[src/hw/rtl/pip_pkg.sv]
// Shared types and constants for the point-in-polygon tester.
// Used by pip_front, pip_back and the top level; depends on nothing else.
`timescale 1ns / 1ps

package pip_pkg;

   localparam int MAX_VERTICES = 16;
   localparam int COORD_BITS   = 16;
   localparam int ADDR_BITS    = $clog2(MAX_VERTICES);
   localparam int CNT_BITS     = $clog2(MAX_VERTICES + 1);
   localparam int RSP_CNT_BITS = 5;
   localparam int DIFF_BITS    = COORD_BITS + 1;
   localparam int PROD_BITS    = 2 * DIFF_BITS;
   localparam int VERTEX_BITS  = 2 * COORD_BITS;
   localparam int CMD_DEPTH    = 4;
   localparam int CMD_PTR_BITS = $clog2(CMD_DEPTH);
   localparam int CMD_CNT_BITS = $clog2(CMD_DEPTH + 1);

   typedef enum logic [1:0] {
      KIND_CLEAR  = 2'd0,
      KIND_APPEND = 2'd1,
      KIND_TEST   = 2'd2
   } kind_type;

   typedef struct packed {
      logic [1:0]                    kind;
      logic signed [COORD_BITS-1:0]  x_coord;
      logic signed [COORD_BITS-1:0]  y_coord;
   } req_payload_type;

   typedef struct packed {
      logic                          inside_res;
      logic [RSP_CNT_BITS-1:0]       left_crossings;
      logic [RSP_CNT_BITS-1:0]       vertex_count;
   } rsp_payload_type;

   typedef struct packed {
      kind_type                      op;
      logic signed [COORD_BITS-1:0]  x_coord;
      logic signed [COORD_BITS-1:0]  y_coord;
   } cmd_type;

endpackage

[src/hw/rtl/pip_ram.sv]
// Generic single-write, single-read RAM with registered read data.
// Standalone; no package needed.
`timescale 1ns / 1ps

module pip_ram #(
   parameter int WIDTH = 32,
   parameter int DEPTH = 16
) (
   input  logic                     clock,
   input  logic                     wr_en,
   input  logic [$clog2(DEPTH)-1:0] wr_addr,
   input  logic [WIDTH-1:0]         wr_data,
   input  logic [$clog2(DEPTH)-1:0] rd_addr,
   output logic [WIDTH-1:0]         rd_data
);

   logic [WIDTH-1:0] mem_ff [DEPTH];
   logic [WIDTH-1:0] rd_data_ff;

   always_ff @(posedge clock) begin
      if (wr_en) begin
         mem_ff[wr_addr] <= wr_data;
      end
      rd_data_ff <= mem_ff[rd_addr];
   end

   assign rd_data = rd_data_ff;

endmodule

[src/hw/rtl/pip_back.sv]
// Back end: runs clear, append and test commands against the vertex store
// and holds the result word. Depends on pip_pkg and pip_ram.
`timescale 1ns / 1ps

module pip_back (
   input  logic                     clock,
   input  logic                     reset,
   input  logic                     cmd_valid,
   input  pip_pkg::cmd_type         cmd,
   output logic                     cmd_pop,
   output logic                     rsp_empty,
   input  logic                     rsp_pop,
   output pip_pkg::rsp_payload_type rsp_payload
);

   typedef enum logic [1:0] {
      ST_IDLE,
      ST_WALK,
      ST_DRAIN
   } state_type;

   state_type                           state_ff, state_in;
   logic [pip_pkg::CNT_BITS-1:0]        count_ff, count_in;
   logic                                out_valid_ff, out_valid_in;
   pip_pkg::rsp_payload_type            out_ff, out_in;
   logic                                b_valid_ff, b_valid_in;
   logic                                c_valid_ff, c_valid_in;

   logic [pip_pkg::CNT_BITS-1:0]        n_ff, n_in;
   logic [pip_pkg::CNT_BITS-1:0]        idx_ff, idx_in;
   logic signed [pip_pkg::COORD_BITS-1:0] qx_ff, qx_in;
   logic signed [pip_pkg::COORD_BITS-1:0] qy_ff, qy_in;
   logic                                b_prime_ff, b_prime_in;
   logic                                b_last_ff, b_last_in;
   logic signed [pip_pkg::COORD_BITS-1:0] prev_x_ff, prev_x_in;
   logic signed [pip_pkg::COORD_BITS-1:0] prev_y_ff, prev_y_in;
   logic                                c_last_ff, c_last_in;
   logic                                c_straddle_ff, c_straddle_in;
   logic                                c_dypos_ff, c_dypos_in;
   logic signed [pip_pkg::PROD_BITS-1:0] lhs_ff, lhs_in;
   logic signed [pip_pkg::PROD_BITS-1:0] rhs_ff, rhs_in;
   logic [pip_pkg::CNT_BITS-1:0]        left_ff, left_in;

   logic                                out_free;
   logic                                issue;
   logic                                wr_en;
   logic [pip_pkg::ADDR_BITS-1:0]       wr_addr;
   logic [pip_pkg::VERTEX_BITS-1:0]     wr_data;
   logic [pip_pkg::ADDR_BITS-1:0]       rd_addr;
   logic [pip_pkg::VERTEX_BITS-1:0]     rd_data;
   logic signed [pip_pkg::COORD_BITS-1:0] cur_x;
   logic signed [pip_pkg::COORD_BITS-1:0] cur_y;
   logic signed [pip_pkg::DIFF_BITS-1:0] d_qy_yi;
   logic signed [pip_pkg::DIFF_BITS-1:0] d_xi_xj;
   logic signed [pip_pkg::DIFF_BITS-1:0] d_qx_xi;
   logic signed [pip_pkg::DIFF_BITS-1:0] d_yi_yj;
   logic                                hit;
   logic [pip_pkg::CNT_BITS-1:0]        left_next;

   pip_ram #(
      .WIDTH (pip_pkg::VERTEX_BITS),
      .DEPTH (pip_pkg::MAX_VERTICES)
   ) u_store (
      .clock   (clock),
      .wr_en   (wr_en),
      .wr_addr (wr_addr),
      .wr_data (wr_data),
      .rd_addr (rd_addr),
      .rd_data (rd_data)
   );

   assign rsp_empty   = !out_valid_ff;
   assign rsp_payload = out_ff;
   assign wr_addr     = count_ff[pip_pkg::ADDR_BITS-1:0];
   assign wr_data     = {cmd.x_coord, cmd.y_coord};
   assign cur_x       = rd_data[pip_pkg::VERTEX_BITS-1:pip_pkg::COORD_BITS];
   assign cur_y       = rd_data[pip_pkg::COORD_BITS-1:0];

   // First read of a walk fetches the last vertex, then vertices in order.
   assign rd_addr = (idx_ff == '0) ? pip_pkg::ADDR_BITS'(n_ff - 1'b1)
                                   : pip_pkg::ADDR_BITS'(idx_ff - 1'b1);

   // Edge stage: current vertex is i, the previous one read is j.
   always_comb begin
      d_qy_yi = pip_pkg::DIFF_BITS'(qy_ff) - pip_pkg::DIFF_BITS'(cur_y);
      d_xi_xj = pip_pkg::DIFF_BITS'(cur_x) - pip_pkg::DIFF_BITS'(prev_x_ff);
      d_qx_xi = pip_pkg::DIFF_BITS'(qx_ff) - pip_pkg::DIFF_BITS'(cur_x);
      d_yi_yj = pip_pkg::DIFF_BITS'(cur_y) - pip_pkg::DIFF_BITS'(prev_y_ff);

      c_straddle_in = ((cur_y < qy_ff) && (prev_y_ff >= qy_ff)) ||
                      ((prev_y_ff < qy_ff) && (cur_y >= qy_ff));
      c_dypos_in    = (cur_y > prev_y_ff);
      lhs_in        = d_qy_yi * d_xi_xj;
      rhs_in        = d_qx_xi * d_yi_yj;
      c_last_in     = b_last_ff;
      c_valid_in    = b_valid_ff && !b_prime_ff;

      prev_x_in = prev_x_ff;
      prev_y_in = prev_y_ff;
      if (b_valid_ff) begin
         prev_x_in = cur_x;
         prev_y_in = cur_y;
      end
   end

   // Compare stage: the sign of dy picks the direction of the test.
   always_comb begin
      hit = c_straddle_ff && (c_dypos_ff ? (lhs_ff <= rhs_ff) : (lhs_ff >= rhs_ff));
      left_next = left_ff + pip_pkg::CNT_BITS'(hit);
   end

   always_comb begin
      state_in     = state_ff;
      count_in     = count_ff;
      n_in         = n_ff;
      idx_in       = idx_ff;
      qx_in        = qx_ff;
      qy_in        = qy_ff;
      left_in      = left_ff;
      out_valid_in = out_valid_ff && !rsp_pop;
      out_in       = out_ff;
      out_free     = !out_valid_ff || rsp_pop;
      cmd_pop      = 1'b0;
      wr_en        = 1'b0;
      issue        = 1'b0;

      case (state_ff)
         ST_IDLE: begin
            if (cmd_valid) begin
               case (cmd.op)
                  pip_pkg::KIND_CLEAR: begin
                     cmd_pop  = 1'b1;
                     count_in = '0;
                  end
                  pip_pkg::KIND_APPEND: begin
                     cmd_pop = 1'b1;
                     // drop the vertex when the store is full
                     if (count_ff < pip_pkg::CNT_BITS'(pip_pkg::MAX_VERTICES)) begin
                        wr_en    = 1'b1;
                        count_in = count_ff + 1'b1;
                     end
                  end
                  pip_pkg::KIND_TEST: begin
                     if (out_free) begin
                        cmd_pop = 1'b1;
                        n_in    = count_ff;
                        qx_in   = cmd.x_coord;
                        qy_in   = cmd.y_coord;
                        left_in = '0;
                        idx_in  = '0;
                        if (count_ff == '0) begin
                           out_valid_in          = 1'b1;
                           out_in.inside_res     = 1'b0;
                           out_in.left_crossings = '0;
                           out_in.vertex_count   = '0;
                        end else begin
                           state_in = ST_WALK;
                        end
                     end
                  end
                  default: begin
                     cmd_pop = 1'b1;
                  end
               endcase
            end
         end
         ST_WALK: begin
            issue  = 1'b1;
            idx_in = idx_ff + 1'b1;
            if (idx_ff == n_ff) begin
               state_in = ST_DRAIN;
            end
         end
         ST_DRAIN: begin
            if (c_valid_ff && c_last_ff) begin
               state_in = ST_IDLE;
            end
         end
         default: begin
            state_in = ST_IDLE;
         end
      endcase

      if (c_valid_ff) begin
         left_in = left_next;
         if (c_last_ff) begin
            out_valid_in          = 1'b1;
            out_in.inside_res     = left_next[0];
            out_in.left_crossings = pip_pkg::RSP_CNT_BITS'(left_next);
            out_in.vertex_count   = pip_pkg::RSP_CNT_BITS'(n_ff);
         end
      end

      b_valid_in = issue;
      b_prime_in = (idx_ff == '0);
      b_last_in  = (idx_ff == n_ff);
   end

   always_ff @(posedge clock) begin
      if (reset) begin
         state_ff     <= ST_IDLE;
         count_ff     <= '0;
         out_valid_ff <= 1'b0;
         b_valid_ff   <= 1'b0;
         c_valid_ff   <= 1'b0;
      end else begin
         state_ff     <= state_in;
         count_ff     <= count_in;
         out_valid_ff <= out_valid_in;
         out_ff       <= out_in;
         b_valid_ff   <= b_valid_in;
         c_valid_ff   <= c_valid_in;
      end
   end

   always_ff @(posedge clock) begin
      n_ff          <= n_in;
      idx_ff        <= idx_in;
      qx_ff         <= qx_in;
      qy_ff         <= qy_in;
      b_prime_ff    <= b_prime_in;
      b_last_ff     <= b_last_in;
      prev_x_ff     <= prev_x_in;
      prev_y_ff     <= prev_y_in;
      c_last_ff     <= c_last_in;
      c_straddle_ff <= c_straddle_in;
      c_dypos_ff    <= c_dypos_in;
      lhs_ff        <= lhs_in;
      rhs_ff        <= rhs_in;
      left_ff       <= left_in;
   end

endmodule

[config.mk]
export PLATFORM = sky130hd
export DESIGN_NAME = pip_back
export DESIGN_NICKNAME = d
export VERILOG_FILES = /design/src/hw/rtl/pip_pkg.sv /design/src/hw/rtl/pip_ram.sv /design/src/hw/rtl/pip_back.sv
export SDC_FILE = /design/constraint.sdc
export NUM_CORES = 2
export LEC_CHECK = 0
export BUFFER_PORTS_ARGS = -buffer_cell sky130_fd_sc_hd__buf_4
export CAP_MARGIN = 15
export CELL_PAD_IN_SITES_DETAIL_PLACEMENT = 1
export CELL_PAD_IN_SITES_GLOBAL_PLACEMENT = 1
export CORE_MARGIN = 5
export CORE_UTILIZATION = 46
export DETAILED_ROUTE_END_ITERATION = 8
export GPL_TIMING_DRIVEN = 0
export PLACE_DENSITY_LB_ADDON = 0.25
export SLEW_MARGIN = 20
export SYNTH_ARGS = -nofsm -noshare
export SYNTH_HDL_FRONTEND = slang
export SYNTH_SLANG_ARGS = --single-unit
[constraint.sdc]
create_clock -name clock -period 8.2 [get_ports clock]
set_input_delay 2.05 -clock clock [delete_from_list [all_inputs] [get_ports clock]]
set_output_delay 2.05 -clock clock [all_outputs]
set_load 0.02 [all_outputs]
==> results.yml <==
global_route:
  grt_usage: 0.254
  grt_pass1_vias: 36500
  antenna_found_initial: 1
  grt-ovfl-total: 0
  grt_pass1_wl_um: 226000
  grt_max_degree: 30
run:
  maxCapViolations: 0
worst_setup_path:
  ff2ff_path_depth: 32
  rr_startpoint: "qy_ff[1]"
  crit_arrival_ns: 8.86
  r2r_slack_ns: -0.14
  cp_max_fo: 4
  crit_path_end: "lhs_ff[30]"
  crit_type: "flip-flop to flip-flop"
  cp_slowest_stage_delay_ns: 0.60
  crit_path_start_kind: "flip-flop"
  cp_common_cell: "fa_1"
  worstPathRequired_ns: 8.72
  slowest_stage: "fa_1"
  r2r_end: "lhs_ff[30]"
  end_kind: "flip-flop"
  startpoint: "qy_ff[1]"
clock_network:
  clk_pin_slew_ns: 0.06
  cts_sinks: 717
  cts_tree: "yes"
  cts.path.max_buffers: 3
  hold_buffers: 0
  root_buffer: "clkbuf_16"
  insertion_delay_ns: 0.67
  cts_inserted_buffers: 75
  htree_levels: 3
layout:
  stdcell_area_um2: 59800
  multi_input_area_um2: 29400
  seq_area_um2: 20400
  nets: 5433
  fill_cells: 11300
  fin_cells: 6054
  area_delta_synth_final_pct: 16.6
  post-route-util: 0.541
  drive_gt1_frac: 0.187
yosys:
  ys_async_sr_fraction: 0
  netlist_area_um2: 51300
  syn_nets: 5151
  synth-seq-area-share: 0.397
  yosys_warnings: 0
  synth_edf_count: 602
  avgSynthCellArea_um2: 12.1
  synth-seq-cells: 717
  synth_cell_types: 79
  syn_inst: 4223
  synth_ff_type: "edfxtp_1"
route:
  num_vias: 32900
  final_antenna_net_count: 0
  drtIter0Drc: 2315
  drcViolationCount: 0
  wl_per_cell_um: 24.6
  dr.pass1.iters: 5
  avgViaCountPerCell: 5.43
  drt_wl_total_um: 149000
floorplanning:
  dieHeight_um: 344
  io_pins: 51
  core_um2: 111000
  row_count: 122
  initial_core_util: 0.464
  die_w_um: 344
  die_area_um2: 118000
timing:
  relSlewSlack: 0.161
  setup-violations-final: 2
  layout_setup_ws_ns: -0.144
  fin_crit_sh: 1.02
  worst-slew-pin-transition_ns: 1.25
  tns_ns: -0.147
  final_max_slew_viol_count: 0
  fin_crit_ns: 8.34
  rsz0062_at_grt: "true"
  clock_skew_ns: 0.0384
  fmax_mhz: 120
  hold_viol: 0
place:
  portBuffers: 50
  placedCellCount: 5794
  place_area_um2: 54300
  dp_hpwl_um: 113000
  gp_congestion: 0.900
worst_hold_path:
  hp-class: "flip-flop to flip-flop"
  whs_path_depth: 0
outcome:
  outcome: "finished with violations"
  violations: "setup timing"
-- cells by family (layout without fill, tap and decap cells) --
family	after synthesis	in the layout	share of synthesized area
simple gates	973	973	0.0854
buf+inv	908	1248	0.0688
fa+ha+maj	890	890	0.304
flops	717	717	0.397
compound gates	409	409	0.0534
mux	164	164	0.0632
xor+xnor	162	162	0.0277
other cells	0	3	0
-- registers in the layout, summed over array words and instances, names as in the netlist, 11 cells and up --
signal           cells
rhs_ff              34
u_store.rd_data     32
qy_ff               16
prev_x_ff           16
u_store.mem_ff     512
qx_ff               16
lhs_ff              34
prev_y_ff           16
rsp_payload         11
-- area by class of cell --
type,instances,area share
tap,1488,0.0311
antenna,3,0.000125
timing repair buffer,220,0.0343
clock buffer,106,0.0357
inverter,781,0.0490
clock inverter,29,0.00510
buffer,112,0.0130
sequential,717,0.341
multi-input combinational,2598,0.491
-- worst min path at each step --
| stage | start | to | slack [ns] |
|---|---|---|---|
| final | b_last_ff | c_last_ff | 0.33 |
| after global routing | b_last_ff | c_last_ff | 0.34 |
| after CTS | b_last_ff | c_last_ff | 0.34 |
| after detailed placement | b_last_ff | c_last_ff | 0.32 |
| after global placement | b_last_ff | c_last_ff | 0.31 |
| after floorplan | b_last_ff | c_last_ff | 0.31 |
-- layer usage --
| metal | wire length (um) | vias to the layer above | share of wire | GRT usage |
|---|---|---|---|---|
| met5 | 0 | - | 0 | 0 |
| met4 | 5140 | 0 | 0.035 | 0.0758 |
| met3 | 7120 | 220 | 0.048 | 0.0319 |
| met2 | 74800 | 863 | 0.50 | 0.440 |
| met1 | 61800 | 17300 | 0.42 | 0.340 |
| li1 | - | 14500 | - | - |
-- layout by cell type, fill, tap and decap left out, types with 95 or more instances in the layout --
| cell | synthesis | layout |
|---|---|---|
| inv_1 | 780 | 748 |
| edfxtp_1 | 602 | 602 |
| fa_1 | 596 | 567 |
| nand2_1 | 357 | 345 |
| nor2_1 | 320 | 294 |
| ha_1 | 294 | 256 |
| buf_4 | 13 | 198 |
| mux4_2 | 128 | 128 |
| dfxtp_1 | 115 | 111 |
| a21oi_1 | 121 | 95 |
-- critical path, delay by kind of cell, from the launching register on --
family | cells | cell delay (ns)
adder cells (fa/ha/maj) | 8 | 3.81
AO/OA/AOI/OAI | 13 | 2.81
buffers and inverters | 7 | 0.60
XOR/XNOR | 2 | 0.35
AND/OR/NAND/NOR | 2 | 0.15
flip-flops | 1 | 0.46
-- timing repair --
action                     4_1_cts  5_1_grt
setup endpoints to repair       37       29
setup buffers                   75       62
pin swaps                       93      147
gates resized for setup        283      190
gates cloned                     1        0
-- synthesized netlist by cell type (4+ instances only) --
master,instances,area share
nor2_1,320,0.023
nor4_1,5,0.00061
nor2b_1,89,0.011
nand2_1,357,0.026
a22o_1,9,0.0015
buf_4,13,0.0019
a31oi_1,15,0.0018
nand3_1,27,0.0026
a211o_1,4,0.00068
edfxtp_1,602,0.35
buf_2,15,0.0015
a21o_1,59,0.0086
o21bai_1,11,0.0016
o21ai_1,10,0.00098
clkbuf_1,92,0.0067
and3_1,4,0.00049
xnor2_1,113,0.019
o21a_1,22,0.0032
fa_1,596,0.23
o21ai_0,49,0.0048
a211oi_1,41,0.0060
or2_2,15,0.0018
buf_8,4,0.0012
o31ai_1,8,0.0012
o31a_1,4,0.00068
inv_1,780,0.057
xor2_1,49,0.0084
or3_1,11,0.0013
a21oi_1,121,0.012
and4_1,5,0.00085
and2_1,42,0.0051
nor3_1,32,0.0031
a21boi_1,4,0.00059
mux4_2,128,0.056
nand4_1,23,0.0028
o41ai_1,4,0.00068
mux2i_1,36,0.0070
ha_1,294,0.072
dfxtp_1,115,0.045
nand2b_1,30,0.0037
-- stage by stage --
step	setup WS, ns	hold WS, ns
detailed placement	-1.98	0.316
finish	-0.144	0.333
global route	-0.265	0.341
CTS	-0.0128	0.338
global placement	-1.88	0.310
floorplan	0.0620	0.310
Power is not shown: default switching activity piles up to over one toggle a cycle in this logic, so the estimate is an artifact.
